`src/rtl/core/bbk_pkg.sv`:
```
// ---------------------------------------------------------------------------
// bbk_pkg: shared types and constants of the bounded best-k sorted buffer
// Entry layout, operation and result codes, controller states and widths.
// ---------------------------------------------------------------------------
package bbk_pkg;

    // Built store size and stored handle width
    localparam int CAPACITY    = 16;
    localparam int HANDLE_BITS = 16;

    // Field widths on the ports
    localparam int OP_W     = 2;
    localparam int KEY_W    = 32;
    localparam int HANDLE_W = 16;
    localparam int KIND_W   = 3;
    localparam int CFG_W    = 5;

    // Derived widths
    localparam int ADDR_W = (CAPACITY > 1) ? $clog2(CAPACITY) : 1;
    localparam int CNT_W  = $clog2(CAPACITY + 1);
    localparam int CMP_W  = (CFG_W > CNT_W) ? CFG_W : CNT_W;
    localparam int HB_W   = (HANDLE_BITS < HANDLE_W) ? HANDLE_BITS : HANDLE_W;

    // Operation codes
    localparam logic [OP_W-1:0] OP_INSERT = 2'd0;
    localparam logic [OP_W-1:0] OP_DRAIN  = 2'd1;
    localparam logic [OP_W-1:0] OP_CLEAR  = 2'd2;

    // Result kinds
    localparam logic [KIND_W-1:0] KIND_STORED   = 3'd0;
    localparam logic [KIND_W-1:0] KIND_EVICTED  = 3'd1;
    localparam logic [KIND_W-1:0] KIND_REJECTED = 3'd2;
    localparam logic [KIND_W-1:0] KIND_DRAINED  = 3'd3;
    localparam logic [KIND_W-1:0] KIND_EMPTY    = 3'd4;
    localparam logic [KIND_W-1:0] KIND_CLEARED  = 3'd5;

    // One stored entry
    typedef struct packed {
        logic [KEY_W-1:0] key;
        logic [HB_W-1:0]  handle;
    } entry_t;

    // Controller states
    typedef enum logic [2:0] {
        ST_IDLE,
        ST_INS_SHIFT,
        ST_FULL_CHK,
        ST_FULL_SHIFT,
        ST_EMIT,
        ST_RESP
    } state_t;

endpackage

```
`src/rtl/core/bounded_best_k_sorted_buffer.sv`:
```
// ---------------------------------------------------------------------------
// bounded_best_k_sorted_buffer: sorted store of the best (key, handle) pairs
// Keeps entries ordered worst (largest key) first in a one-port-read,
// one-port-write RAM; inserts by read-compare-shift, drains one per cycle while
// the m_ side takes them.
//   channel   dir  tdata                          tuser        tlast
//   s_        in   key[31:0], handle[47:32]       op[1:0]      -
//   m_        out  out_handle[15:0], key[47:16]   kind[2:0]    last
//   cfg_      in   capacity_in_use[4:0]           -            -
//
// An insert reads the RAM and moves each smaller-keyed entry up one place until
// its slot is found; on a full store it first checks the worst entry and, when
// that one is evicted, moves worse entries down over its slot. Each step pairs a
// registered RAM read with a write on the single write port. Drain or clear: one
// entry per cycle through the read port while the m_ side is free; an empty store
// gives a single result. The next transfer can be taken in the cycle after the last.
// A stalled m_ side holds the controller in place; no new transfer is taken
// until the current item's results are all loaded.
// aresetn empties the store (count to zero); RAM contents need no reset.
// ---------------------------------------------------------------------------
module bounded_best_k_sorted_buffer (
    input  logic                          aclk,
    input  logic                          aresetn,
    // configuration
    input  logic                          cfg_we,
    input  logic [bbk_pkg::CFG_W-1:0]     cfg_wdata,
    // input channel
    input  logic                          s_tvalid,
    output logic                          s_tready,
    input  logic [47:0]                   s_tdata,   // key[31:0], handle[47:32]
    input  logic [bbk_pkg::OP_W-1:0]      s_tuser,   // op[1:0]
    // result channel
    output logic                          m_tvalid,
    input  logic                          m_tready,
    output logic [47:0]                   m_tdata,   // out_handle[15:0], out_key[47:16]
    output logic [bbk_pkg::KIND_W-1:0]    m_tuser,   // kind[2:0]
    output logic                          m_tlast
);
    import bbk_pkg::*;

    // Entry RAM
    entry_t               mem [CAPACITY];
    entry_t               rd_reg;
    logic                 mem_we;
    logic [ADDR_W-1:0]    mem_wa;
    entry_t               mem_wd;
    logic                 mem_re;
    logic [ADDR_W-1:0]    mem_ra;

    // Control and data registers
    state_t               state_reg, state_next;
    logic [CNT_W-1:0]     count_reg, count_next;
    logic [CFG_W-1:0]     cap_reg;
    logic [CNT_W-1:0]     idx_reg, idx_next;
    logic [KEY_W-1:0]     key_reg, key_next;
    logic [HB_W-1:0]      handle_reg, handle_next;
    logic [KIND_W-1:0]    emit_kind_reg, emit_kind_next;
    logic [KIND_W-1:0]    res_kind_reg, res_kind_next;
    logic [HB_W-1:0]      res_handle_reg, res_handle_next;
    logic [KEY_W-1:0]     res_key_reg, res_key_next;

    // Output register
    logic                 m_valid_reg, m_valid_next;
    logic [KIND_W-1:0]    m_kind_reg, m_kind_next;
    logic [HB_W-1:0]      m_handle_reg, m_handle_next;
    logic [KEY_W-1:0]     m_key_reg, m_key_next;
    logic                 m_last_reg, m_last_next;

    // Decoded input and helpers
    logic [OP_W-1:0]      in_op;
    logic [KEY_W-1:0]     in_key;
    logic [HB_W-1:0]      in_handle;
    logic [CNT_W-1:0]     cap_eff;
    logic                 is_full;
    logic                 slot_free;
    logic                 s_fire;
    logic [CNT_W-1:0]     idx_dec;
    logic [CNT_W-1:0]     idx_inc;
    logic                 key_gt_rd;
    logic                 key_lt_rd;
    entry_t               new_entry;

    assign in_op     = s_tuser;
    assign in_key    = s_tdata[KEY_W-1:0];
    assign in_handle = s_tdata[KEY_W +: HB_W];

    // Effective capacity, saturated to 1..CAPACITY
    always_comb begin
        if (cap_reg == '0) begin
            cap_eff = CNT_W'(1);
        end else if (CMP_W'(cap_reg) > CMP_W'(CAPACITY)) begin
            cap_eff = CNT_W'(CAPACITY);
        end else begin
            cap_eff = CNT_W'(cap_reg);
        end
    end

    assign is_full   = (count_reg >= cap_eff);
    assign slot_free = !m_valid_reg || m_tready;
    assign s_tready  = (state_reg == ST_IDLE);
    assign s_fire    = s_tvalid && s_tready;
    assign idx_dec   = idx_reg - CNT_W'(1);
    assign idx_inc   = idx_reg + CNT_W'(1);
    assign key_gt_rd = $signed(key_reg) > $signed(rd_reg.key);
    assign key_lt_rd = $signed(key_reg) < $signed(rd_reg.key);
    assign new_entry = '{key: key_reg, handle: handle_reg};

    // RAM: one write and one registered read per cycle
    always_ff @(posedge aclk) begin
        if (mem_we) begin
            mem[mem_wa] <= mem_wd;
        end
        if (mem_re) begin
            rd_reg <= mem[mem_ra];
        end
    end

    // Configuration register
    always_ff @(posedge aclk) begin
        if (!aresetn) begin
            cap_reg <= CFG_W'(16);
        end else if (cfg_we) begin
            cap_reg <= cfg_wdata;
        end
    end

    // State and control registers
    always_ff @(posedge aclk) begin
        if (!aresetn) begin
            state_reg   <= ST_IDLE;
            count_reg   <= '0;
            m_valid_reg <= 1'b0;
        end else begin
            state_reg   <= state_next;
            count_reg   <= count_next;
            m_valid_reg <= m_valid_next;
        end
    end

    // Payload registers
    always_ff @(posedge aclk) begin
        idx_reg        <= idx_next;
        key_reg        <= key_next;
        handle_reg     <= handle_next;
        emit_kind_reg  <= emit_kind_next;
        res_kind_reg   <= res_kind_next;
        res_handle_reg <= res_handle_next;
        res_key_reg    <= res_key_next;
        m_kind_reg     <= m_kind_next;
        m_handle_reg   <= m_handle_next;
        m_key_reg      <= m_key_next;
        m_last_reg     <= m_last_next;
    end

    // Next state, RAM accesses and result loading
    always_comb begin
        state_next      = state_reg;
        count_next      = count_reg;
        idx_next        = idx_reg;
        key_next        = key_reg;
        handle_next     = handle_reg;
        emit_kind_next  = emit_kind_reg;
        res_kind_next   = res_kind_reg;
        res_handle_next = res_handle_reg;
        res_key_next    = res_key_reg;
        m_kind_next     = m_kind_reg;
        m_handle_next   = m_handle_reg;
        m_key_next      = m_key_reg;
        m_last_next     = m_last_reg;
        m_valid_next    = m_valid_reg && !m_tready;
        mem_we          = 1'b0;
        mem_wa          = '0;
        mem_wd          = new_entry;
        mem_re          = 1'b0;
        mem_ra          = '0;

        case (state_reg)
            ST_IDLE: begin
                if (s_fire) begin
                    key_next    = in_key;
                    handle_next = in_handle;
                    case (in_op)
                        OP_INSERT: begin
                            if (!is_full) begin
                                res_kind_next   = KIND_STORED;
                                res_handle_next = '0;
                                res_key_next    = '0;
                                if (count_reg == '0) begin
                                    // empty store: write straight to the bottom
                                    mem_we     = 1'b1;
                                    mem_wa     = '0;
                                    mem_wd     = '{key: in_key, handle: in_handle};
                                    count_next = CNT_W'(1);
                                    state_next = ST_RESP;
                                end else begin
                                    mem_re     = 1'b1;
                                    mem_ra     = ADDR_W'(count_reg - CNT_W'(1));
                                    idx_next   = count_reg;
                                    state_next = ST_INS_SHIFT;
                                end
                            end else begin
                                // full: look at the worst entry first
                                mem_re     = 1'b1;
                                mem_ra     = '0;
                                state_next = ST_FULL_CHK;
                            end
                        end
                        OP_DRAIN, OP_CLEAR: begin
                            emit_kind_next = (in_op == OP_DRAIN) ? KIND_DRAINED
                                                                 : KIND_CLEARED;
                            if (count_reg == '0) begin
                                res_kind_next   = KIND_EMPTY;
                                res_handle_next = '0;
                                res_key_next    = '0;
                                state_next      = ST_RESP;
                            end else begin
                                mem_re     = 1'b1;
                                mem_ra     = '0;
                                idx_next   = '0;
                                state_next = ST_EMIT;
                            end
                        end
                        default: begin
                            // unused op: no result, no change
                        end
                    endcase
                end
            end

            // Move smaller-keyed entries up one place until the slot is found
            ST_INS_SHIFT: begin
                if (idx_reg == '0 || !key_gt_rd) begin
                    mem_we     = 1'b1;
                    mem_wa     = idx_reg[ADDR_W-1:0];
                    mem_wd     = new_entry;
                    count_next = count_reg + CNT_W'(1);
                    state_next = ST_RESP;
                end else begin
                    mem_we   = 1'b1;
                    mem_wa   = idx_reg[ADDR_W-1:0];
                    mem_wd   = rd_reg;
                    idx_next = idx_dec;
                    if (idx_dec != '0) begin
                        mem_re = 1'b1;
                        mem_ra = ADDR_W'(idx_dec - CNT_W'(1));
                    end
                end
            end

            // Full store: reject unless strictly better than the worst
            ST_FULL_CHK: begin
                if (!key_lt_rd) begin
                    res_kind_next   = KIND_REJECTED;
                    res_handle_next = handle_reg;
                    res_key_next    = key_reg;
                    state_next      = ST_RESP;
                end else begin
                    res_kind_next   = KIND_EVICTED;
                    res_handle_next = rd_reg.handle;
                    res_key_next    = rd_reg.key;
                    idx_next        = CNT_W'(1);
                    if (count_reg > CNT_W'(1)) begin
                        mem_re = 1'b1;
                        mem_ra = ADDR_W'(1);
                    end
                    state_next = ST_FULL_SHIFT;
                end
            end

            // Move worse-than-new (larger-key) entries down over the evicted slot
            ST_FULL_SHIFT: begin
                if (idx_reg >= count_reg || !key_lt_rd) begin
                    mem_we     = 1'b1;
                    mem_wa     = ADDR_W'(idx_dec);
                    mem_wd     = new_entry;
                    state_next = ST_RESP;
                end else begin
                    mem_we   = 1'b1;
                    mem_wa   = ADDR_W'(idx_dec);
                    mem_wd   = rd_reg;
                    idx_next = idx_inc;
                    if (idx_inc < count_reg) begin
                        mem_re = 1'b1;
                        mem_ra = ADDR_W'(idx_inc);
                    end
                end
            end

            // Drain or clear: one entry per cycle while the output slot is free, worst first
            ST_EMIT: begin
                if (slot_free) begin
                    m_valid_next  = 1'b1;
                    m_kind_next   = emit_kind_reg;
                    m_handle_next = rd_reg.handle;
                    m_key_next    = rd_reg.key;
                    m_last_next   = (idx_inc == count_reg);
                    if (idx_inc == count_reg) begin
                        count_next = '0;
                        state_next = ST_IDLE;
                    end else begin
                        idx_next = idx_inc;
                        mem_re   = 1'b1;
                        mem_ra   = ADDR_W'(idx_inc);
                    end
                end
            end

            // Single result of an insert or an empty drain or clear
            ST_RESP: begin
                if (slot_free) begin
                    m_valid_next  = 1'b1;
                    m_kind_next   = res_kind_reg;
                    m_handle_next = res_handle_reg;
                    m_key_next    = res_key_reg;
                    m_last_next   = 1'b1;
                    state_next    = ST_IDLE;
                end
            end

            default: begin
                state_next = ST_IDLE;
            end
        endcase
    end

    // Result channel
    assign m_tvalid = m_valid_reg;
    assign m_tdata  = {m_key_reg, HANDLE_W'(m_handle_reg)};
    assign m_tuser  = m_kind_reg;
    assign m_tlast  = m_last_reg;

endmodule

```
`config.mk`:
```
export PLATFORM = sky130hd
export DESIGN_NAME = bounded_best_k_sorted_buffer
export DESIGN_NICKNAME = d
export VERILOG_FILES = /design/src/rtl/core/bbk_pkg.sv /design/src/rtl/core/bounded_best_k_sorted_buffer.sv
export SDC_FILE = /design/constraint.sdc
export NUM_CORES = 1
export LEC_CHECK = 0
export ABC_AREA = 1
export BUFFER_PORTS_ARGS = -buffer_cell sky130_fd_sc_hd__buf_2
export CORE_AREA = 2 2 389 391
export CTS_CLUSTER_DIAMETER = 80
export DETAILED_ROUTE_END_ITERATION = 10
export DIE_AREA = 0 0 391 393
export SLEW_MARGIN = 40
export SYNTH_ARGS = -nofsm -noshare
export SYNTH_HDL_FRONTEND = slang
export SYNTH_SLANG_ARGS = --single-unit
export TNS_END_PERCENT = 5
```
`constraint.sdc`:
```
create_clock -name aclk -period 15.2 [get_ports aclk]
set_input_delay 1.52 -clock aclk [delete_from_list [all_inputs] [get_ports aclk]]
set_output_delay 1.52 -clock aclk [all_outputs]
set_load 0.005 [all_outputs]
```
==> Word level (Yosys, flattened, before mapping) <==
Memory sizes are Yosys's and may differ from the RTL's. A register that Yosys moved wholly into a read port is not among the register bits.
Index checks and enable logic that the tools add are counted.
{ "word_totals": {"regBits": 173, "mem_bits_rw": 768, "in_bits": 60, "output_inout_bits": 54, "wordCells": 190, "mem_count": 1} }
{ "mem_list": {"columns": ["name", "words", "word_bits", "read_ports", "rd_ports_with_merged_regs", "wr", "line", "text"], "rows": [
  ["mem", 16, 48, 1, 1, 1, "bounded_best_k_sorted_buffer.sv:42", "entry_t mem [CAPACITY];"]
]} }
{ "classes": {"n_addsub": 5, "n_lt_le_gt_ge": 7, "eq_ne": 26, "mux": 107, "n_reduce_logical": 29} }
{ "op_table": {"columns": ["cell", "count"], "rows": [
  ["two-way mux 48 bit", 6],
  ["two-way mux 32 bit", 6],
  ["case mux 32 bit (2 select lines)", 3],
  ["case mux 48 bit (3 select lines)", 1],
  ["two-way mux 16 bit", 6],
  ["case mux 16 bit (2 select lines)", 3],
  ["two-way mux 5 bit", 18],
  ["two-way mux 3 bit", 15],
  ["two-way mux 4 bit", 10],
  ["> comparator 32 bit", 1],
  ["less-than comparator 32 bit", 1],
  ["case mux 5 bit (5 select lines)", 1],
  ["two-way mux 1 bit", 24],
  ["case mux 3 bit (2 select lines)", 4],
  ["inequality test 2 bit (second input constant)", 10],
  ["case mux 4 bit (5 select lines)", 1],
  ["case mux 3 bit (6 select lines)", 1],
  ["logical NOT 5 bit", 3],
  ["case mux 5 bit (3 select lines)", 1],
  ["inequality test 3 bit (second input constant)", 4],
  ["AND reduction 11 bit", 1],
  ["adder 5 x 1 -> 5 bit (second input constant)", 2],
  [">= comparator 5 bit", 2],
  ["case mux 5 bit (2 select lines)", 1],
  ["31 further kinds", 49]
]} }

==> Logic depth before layout (Yosys ltp) <==
Gate-level depths: netlist of the first run.
{ "depth": {"word_depth": 10, "ltp_mapped": 28, "ltp_nobuf": 26} }

==> Least setup slack after synthesis of the first run <==
Ideal clock, no wire load.
{ "synth_timing": {"kind": "input-to-reg", "startpoint": "input s_tvalid", "endpoint": "memory mem[0][0] in the netlist's numbering, enable pin", "setup_ns": 0.526, "t_arrival_ns": 6.938, "t_required_ns": 14.674, "slack_ns": 7.736, "stages": 7, "n_path_buf": 1, "cell_sequence": "inv_1 > nor2_2 > inv_2 > nor2_1 > nand2_1 > clkbuf_1 > a211oi_1"} }
{ "synth_between": {"elab_chain_len": 5} }
{ "synth_rtl": {"columns": ["element", "line", "text"], "rows": [
  ["start, declared", "bounded_best_k_sorted_buffer.sv:28", "input logic s_tvalid,"],
  ["logical AND 1 bit", "bounded_best_k_sorted_buffer.sv:101", "assign s_fire = s_tvalid && s_tready;"],
  ["two-way mux 1 bit", "bounded_best_k_sorted_buffer.sv:179", "if (s_fire) begin"],
  ["case mux 1 bit (2 select lines)", "bounded_best_k_sorted_buffer.sv:177", "case (state_reg)"],
  ["two-way mux 1 bit", "bounded_best_k_sorted_buffer.sv:110", "if (mem_we) begin"],
  ["two-way mux 1 bit (implied by the code)", "bounded_best_k_sorted_buffer.sv:111", "mem[mem_wa] <= mem_wd;"],
  ["end, declared", "bounded_best_k_sorted_buffer.sv:42", null]
]} }
No other way between the ends.

==> Final worst setup path of the first run <==
{ "layout_timing": {"startpoint": "register idx_reg[0]", "endpoint": "register, netlist name rd_reg[32]"} }
{ "layout_between": {"elab_chain_len": 5, "word_cells_on_any_way": 24, "cone_classes": "add/sub (3); order compare (2); eq/ne (1); mux (14); reduce/logical (4)"} }
{ "layout_rtl": {"columns": ["element", "line", "text"], "rows": [
  ["start, declared", "bounded_best_k_sorted_buffer.sv:54", "logic [CNT_W-1:0] idx_reg, idx_next;"],
  ["start signal, assigned", "bounded_best_k_sorted_buffer.sv:142", "idx_reg <= idx_next;"],
  ["subtractor 5 x 1 -> 5 bit / adder 5 x 1 -> 5 bit (equally long branches)", "bounded_best_k_sorted_buffer.sv:102, bounded_best_k_sorted_buffer.sv:103", null],
  ["subtractor 4 x 1 -> 4 bit (tied with other cells)", "bounded_best_k_sorted_buffer.sv:245", "mem_ra = ADDR_W'(idx_dec - CNT_W'(1));"],
  ["two-way mux 4 bit (tied with other cells)", "bounded_best_k_sorted_buffer.sv:243", "if (idx_dec != '0) begin"],
  ["two-way mux 4 bit (tied with other cells)", "bounded_best_k_sorted_buffer.sv:232", "if (idx_reg == '0 || !key_gt_rd) begin"],
  ["case mux 4 bit (5 select lines) / case mux 1 bit (5 select lines) (equally long branches)", "bounded_best_k_sorted_buffer.sv:177", null]
]} }
Several ways; a longest one is shown, not always the timed one.
A chain may end at the register's enable or synchronous reset.

==> flow_metrics.env, run 1 <==
export IMPL_synthFlopType="edfxtp_1"
export IMPL_critical_path_reg2reg_startpoint="idx_reg[0]"
export IMPL_synth_edff_count=974
export IMPL_area_growth_pct=14.1
export IMPL_largest_reg_flops=768
export IMPL_ys_ff_latch=988
export IMPL_synthesis_instances=4064
export IMPL_slowest_stage="buf_4"
export IMPL_tritoncts="done"
export IMPL_die_w_um=391
export IMPL_slew_violations=0
export IMPL_peakVddDrop_mv=0.158
export IMPL_postSynthAreaPerCell_um2=10.9
export IMPL_drc_errors=0
export IMPL_die_area_mm2=0.154
export IMPL_synth_net_count=4184
export IMPL_synth_area_leaders="edfxtp_1 66%, nand3_1 8.8%, nand2_1 6.3%"
export IMPL_io_buffers=113
export IMPL_clock_fmax_mhz=182
export IMPL_hold_viol=0
export IMPL_cp_required_ns=15.60
export IMPL_status="finished, final reports clean"
export IMPL_path_delay_family="buffers and inverters"
export IMPL_ys_warnings_count=0
export IMPL_synthTopCellsByCount="974 x edfxtp_1, 779 x nand3_1, 747 x nand2_1"
export IMPL_core_mm2=0.149
export IMPL_grt_pass1_vias=28746
export IMPL_start_util_pct=29.8
export IMPL_path_clk_slew_ns=0.07
export IMPL_worstSetupPathType="reg2reg"
export IMPL_whs_ns=0.502
export IMPL_drive_gt1_share_pct=9.95
export IMPL_cap_violations=0
export IMPL_std_cell_rows=142
export IMPL_hp_class="reg2reg"
export IMPL_cts_buffer_depth=3
export IMPL_grt_pass1_wl_um=188000
export IMPL_reg2regPathDepth=20
export IMPL_synthArstFlopShare_pct=0
export IMPL_drt_initial_drc_count=3253
export IMPL_cts_root_buf="clkbuf_16"
export IMPL_yosys_cell_types_count=47
export IMPL_fin_nets=4253
export IMPL_pin_count=114
export IMPL_setup_viol=0
export IMPL_yosysTopAreaCellShare_pct=65.7
export IMPL_wl_um=127000
export IMPL_relSlewSlack_pct=39.7
export IMPL_postCtsSetupBuffers=0
export IMPL_synth_most_common_cell="edfxtp_1"
export IMPL_cp_cell_sequence="inv_1 -> ha_1 -> ha_1 -> nand2_1 -> nor2_1 -> nand2_1 -> nand3_1 -> nor2_1 -> nand4_1 -> nand2_1 -> inv_8 -> nand2_8 -> buf_16 -> buf_6 -> buf_4 -> nand2_1 -> nand3_1 -> nand3_1 -> nand3_1 -> nand2_1"
export IMPL_fin_crit_ns=5.50
export IMPL_cp_common_cell="nand2_1"
export IMPL_synth_top_area_cell="edfxtp_1"
export IMPL_viasPerCell=5.00
export IMPL_cp_startpoint="idx_reg[0]"
export IMPL_final_antenna_net_count=0
export IMPL_hp_start="res_kind_reg[0]"
export IMPL_cts_resized=0
export IMPL_p_per_area_mw_per_mm2=224
export IMPL_die_height_um=393
export IMPL_clk_latency_ns=0.66
export IMPL_gp_congestion=0.839
export IMPL_vias=30805
export IMPL_grt_max_degree=147
export IMPL_cp_max_fo=107
export IMPL_overflow=0
export IMPL_rsz0062_at_grt="false"
export IMPL_post_route_period_util_pct=36.2
export IMPL_rrSetupSlack_ns=9.70
export IMPL_wire_per_inst_um=20.6
export IMPL_grt_use_total_pct=16.2
export IMPL_h_tree_depth=3
export IMPL_fill_cells=14685
export IMPL_min_path_cells=1
export IMPL_cts_buffers=96
export IMPL_drtPass1Iterations=6
export IMPL_dp_final_hpwl_um=67900
export IMPL_cpPeakStageDelay_ns=0.79
export IMPL_worstReg2RegEnd="rd_reg[32]"
export IMPL_holdBufCountCts=0
export IMPL_cp_num_buf_inv=5
export IMPL_max_slew_worst_pin_slew_ns=0.904
export IMPL_seq_area_frac_synth_pct=66.4
export IMPL_antenna_found_initial=4
export IMPL_syn_area_mm2=0.0445
export IMPL_worst_setup_path_end_kind="flip-flop"
export IMPL_leakage_nw=19.5
export IMPL_whs_endpoint="m_tuser[0]"
export IMPL_clock_sinks=988
export IMPL_fin_tns_setup_ns=0
export IMPL_skew_ns=0.0232
export IMPL_cp_arrival_ns=5.90
export IMPL_setup_worst_path_start_class="flip-flop"
-- power by group --
group          internal, mW  leakage (nW)  switching [mW]
logic                  1.27          9.01            3.44
registers              4.22          9.02           0.149
clock network          1.30          1.49            1.01
-- routing by layer --
metal  routed length, um  vias up  track usage [%]
li1                    -    14158                -
met1               52500    15072             21.7
met2               60200     1380             27.0
met3               10100      195             1.76
met4                4020        0             5.81
met5                   0        -                0
-- stage by stage --
step / setup slack [ns] / area (um2) / power [mW] / util [%] / instances
after detailed placement: 9.36 / 47700 / 9.07 / 32.0 / 5977
after global routing: 9.32 / 50800 / 12.0 / 34.0 / 6157
final: 9.70 / 50800 / 11.4 / 34.0 / 6157
after global placement: 8.92 / 47300 / 8.96 / 31.7 / 5966
after floorplan: 7.74 / 44500 / 7.29 / - / 4064
after CTS: 9.65 / 50700 / 11.4 / 34.0 / 6154
-- cells by family after synthesis --
group,synth area share [%]
compound gates,3.71
fa+ha+maj,1.69
buf+inv,7.63
simple gates,20.4
xor+xnor,0.177
flops,66.4
-- worst register-to-register path, cell delays in order, from the launching register on --
cell and delay, ns:
edfxtp_1 0.58, inv_1 0.23, ha_1 0.51, ha_1 0.29, nand2_1 0.06, nor2_1 0.05
nand2_1 0.05, nand3_1 0.19, nor2_1 0.15, nand4_1 0.10, nand2_1 0.19, inv_8 0.19
nand2_8 0.36, buf_16 0.28, buf_6 0.60, buf_4 0.86, nand2_1 0.16, nand3_1 0.10
nand3_1 0.09, nand3_1 0.13, nand2_1 0.07
-- worst max-delay path by stage --
stage	end	depth (start not counted)	slack, ns
final	rd_reg[32]	20	9.70
after global routing	rd_reg[32]	20	9.32
after CTS	rd_reg[2]	20	9.65
after detailed placement	rd_reg[2]	19	9.36
after global placement	rd_reg[31]	17	8.92
after floorplan	mem[0][0]	7	7.74
-- cells in the final DEF (no fill, tap or decap), types with 39 or more instances in the layout --
cell type	instances
inv_1	602
buf_2	113
clkbuf_16	100
buf_4	67
edfxtp_1	974
nand3_1	778
a21oi_1	39
o21ai_0	129
ha_1	60
nor2_1	51
nand2_1	747
nand3b_1	240
-- cell type report --
class / instances / area, um2 / share of cell area, %
well taps: 1944 / 2430 / 4.79
multi-input cells: 2222 / 11900 / 23.4
clock buffers: 112 / 2550 / 5.02
diodes: 1 / 2.50 / 0.00493
repair buffers: 208 / 1580 / 3.11
inverters: 617 / 2330 / 4.59
flip-flops and latches: 988 / 29500 / 58.2
clock inverters: 65 / 468 / 0.922
No activity file was read; power rests on OpenSTA's default activity.
==> inputs of run 2 (changes only) <==
--- a/config.mk
+++ b/config.mk
@@ -5,12 +5,12 @@
 export SDC_FILE = /design/constraint.sdc
 export NUM_CORES = 1
 export LEC_CHECK = 0
-export ABC_AREA = 1
+export ABC_AREA = 0
 export BUFFER_PORTS_ARGS = -buffer_cell sky130_fd_sc_hd__buf_2
-export CORE_AREA = 2 2 389 391
+export CORE_AREA = 2 2 373 375
 export CTS_CLUSTER_DIAMETER = 80
 export DETAILED_ROUTE_END_ITERATION = 10
-export DIE_AREA = 0 0 391 393
+export DIE_AREA = 0 0 375 377
 export SLEW_MARGIN = 40
 export SYNTH_ARGS = -nofsm -noshare
 export SYNTH_HDL_FRONTEND = slang
==> constraint.sdc (replaced) <==
create_clock -name aclk -period 5.5 [get_ports aclk]
set_input_delay 0.55 -clock aclk [delete_from_list [all_inputs] [get_ports aclk]]
set_output_delay 0.55 -clock aclk [all_outputs]
set_load 0.005 [all_outputs]
==> flow_metrics.env, run 2 <==
export IMPL_cts_buffer_depth=3
export IMPL_gp_congestion=0.825
export IMPL_core_mm2=0.137
export IMPL_die_height_um=377
export IMPL_ys_warnings_count=0
export IMPL_path_clk_slew_ns=0.06
export IMPL_cp_required_ns=5.84
export IMPL_cp_max_fo=28
export IMPL_synth_edff_count=974
export IMPL_cp_arrival_ns=5.06
export IMPL_dp_final_hpwl_um=61400
export IMPL_postSynthAreaPerCell_um2=16.2
export IMPL_synth_area_leaders="edfxtp_1 72%, mux2_2 6.7%, mux2i_1 3.7%"
export IMPL_grt_use_total_pct=15.1
export IMPL_fin_nets=2797
export IMPL_hold_viol=0
export IMPL_seq_area_frac_synth_pct=72.2
export IMPL_clock_sinks=988
export IMPL_worstSetupPathType="reg2reg"
export IMPL_yosysTopAreaCellShare_pct=71.5
export IMPL_area_growth_pct=15.4
export IMPL_clkPwrFrac_pct=22.8
export IMPL_cts_root_buf="clkbuf_16"
export IMPL_max_slew_worst_pin_slew_ns=0.800
export IMPL_drc_errors=0
export IMPL_postCtsSetupBuffers=0
export IMPL_std_cell_rows=136
export IMPL_cts_resized=0
export IMPL_drt_initial_drc_count=2201
export IMPL_antenna_found_initial=6
export IMPL_antenna_cells=0
export IMPL_overflow=0
export IMPL_switching_share_pct=35.0
export IMPL_synthTopCellsByCount="974 x edfxtp_1, 242 x mux2_2, 235 x nand2_1"
export IMPL_clock_fmax_mhz=211
export IMPL_grt_pass1_vias=22867
export IMPL_skew_ns=0.0287
export IMPL_tritoncts="done"
export IMPL_vias=23058
export IMPL_post_route_period_util_pct=86.0
export IMPL_pin_count=114
export IMPL_holdBufCountCts=0
export IMPL_synthesis_instances=2519
export IMPL_wl_um=108000
export IMPL_hp_class="in2reg"
export IMPL_die_w_um=375
export IMPL_h_tree_depth=3
export IMPL_leakage_nw=16.1
export IMPL_clk_latency_ns=0.68
export IMPL_start_util_pct=29.8
export IMPL_io_buffers=113
export IMPL_synth_net_count=2639
export IMPL_final_common_cell="edfxtp_1"
export IMPL_ys_ff_latch=988
export IMPL_rsz0062_at_grt="false"
export IMPL_status="finished, final reports clean"
export IMPL_total_power_mw=27.2
export IMPL_syn_area_mm2=0.0409
export IMPL_fin_tns_setup_ns=0
export IMPL_p_per_area_mw_per_mm2=577
export IMPL_wire_per_inst_um=23.9
export IMPL_drive_gt1_share_pct=24.2
export IMPL_mostFrequentLayoutCells="974 x edfxtp_1, 242 x mux2_2, 233 x nand2_1, 151 x mux2i_1, 113 x buf_2"
export IMPL_synthArstFlopShare_pct=0
export IMPL_relSlewSlack_pct=46.5
export IMPL_switchingPower_mw=9.53
export IMPL_power_frac_comb_pct=36.6
export IMPL_die_area_mm2=0.141
export IMPL_setup_worst_path_start_class="flip-flop"
export IMPL_synth_most_common_cell="edfxtp_1"
export IMPL_rrSetupSlack_ns=0.77
export IMPL_worst_setup_path_end_kind="flip-flop"
export IMPL_seq_power_share_pct=40.6
export IMPL_drtPass1Iterations=8
export IMPL_grt_max_degree=59
export IMPL_viasPerCell=5.08
export IMPL_fin_crit_ns=4.73
export IMPL_peakVddDrop_mv=0.548
export IMPL_setup_viol=0
export IMPL_largest_reg_flops=768
export IMPL_p_int_mw=17.7
export IMPL_slew_violations=0
export IMPL_synth_top_area_cell="edfxtp_1"
export IMPL_yosys_cell_types_count=69
export IMPL_cts_buffers=93
export IMPL_final_antenna_net_count=0
export IMPL_synthFlopType="edfxtp_1"
export IMPL_grt_pass1_wl_um=158000
export IMPL_cap_violations=0
## run 2: final cells by class
class | count | area [um2]
Clock buffer | 113 | 2470
Clock inverter | 51 | 409
Fill cell | 12856 | 89800
Inverter | 101 | 379
Multi-Input combinational cell | 1287 | 10500
Sequential cell | 988 | 29500
Tap cell | 1794 | 2240
Timing Repair Buffer | 206 | 1680
## run 2: metal layers
metal,track usage (%),wire length (um)
met1,19.4,44900
met2,25.5,52800
met3,2.67,7290
met4,5.35,3290
met5,0,33
## run 2: cells by family (layout without fill, tap and decap cells)
group,after synthesis,in the layout,share of synthesized area (%)
flip-flops,988,988,72.2
AND/OR/NAND/NOR,470,470,5.75
multiplexers,393,393,10.4
AO/OA/AOI/OAI,355,355,6.87
buffers and inverters,244,471,2.75
adder cells (fa/ha/maj),60,60,1.84
XOR/XNOR,9,9,0.211
## run 2: power groups by stage
stage	clock, mW	combinational (mW)	sequential (mW)
final	6.20	9.96	11.1
after global routing	6.59	10.7	11.1
after CTS	6.32	10.1	11.1
after detailed placement	0	10.0	11.2
after global placement	0	9.89	11.2
after floorplan	0	6.49	11.1
## run 2: path summary, 6_finish.rpt
check | depth (start not counted) | to | start
worst max-delay path | 13 | mem[12][28] | rd_reg[47]
worst min-delay path | 1 | key_reg[30] | s_tdata[30]
worst max register to register | 13 | mem[12][28] | rd_reg[47]
worst min register to register | 2 | cap_reg[0] | cap_reg[0]
## run 2: worst max-delay path, cell delays in order, from the launching register on
cell and delay, ns:
edfxtp_1 0.42, inv_1 0.06, ha_1 0.43, nand4_1 0.28, nor3_2 0.47, o2bb2ai_1 0.33, nor3_2 0.12, nor3_4 0.38
buf_4 0.33, a31oi_1 0.19, o2bb2ai_4 0.29, buf_4 0.36, a222oi_1 0.37, inv_1 0.31
## run 2: per-stage QoR
stage,setup WS [ns],hold slack [ns],utilization (%),std cells,instance area (um2)
final,0.771,0.0757,34.4,4540,47200
after global placement,0.775,0.493,32.3,4373,44200
after CTS,0.735,0.0305,34.4,4540,47200
after detailed placement,0.769,0.507,32.3,4376,44300
after global routing,0.588,0.0491,34.4,4540,47200
after floorplan,0.470,0.461,-,2519,40900
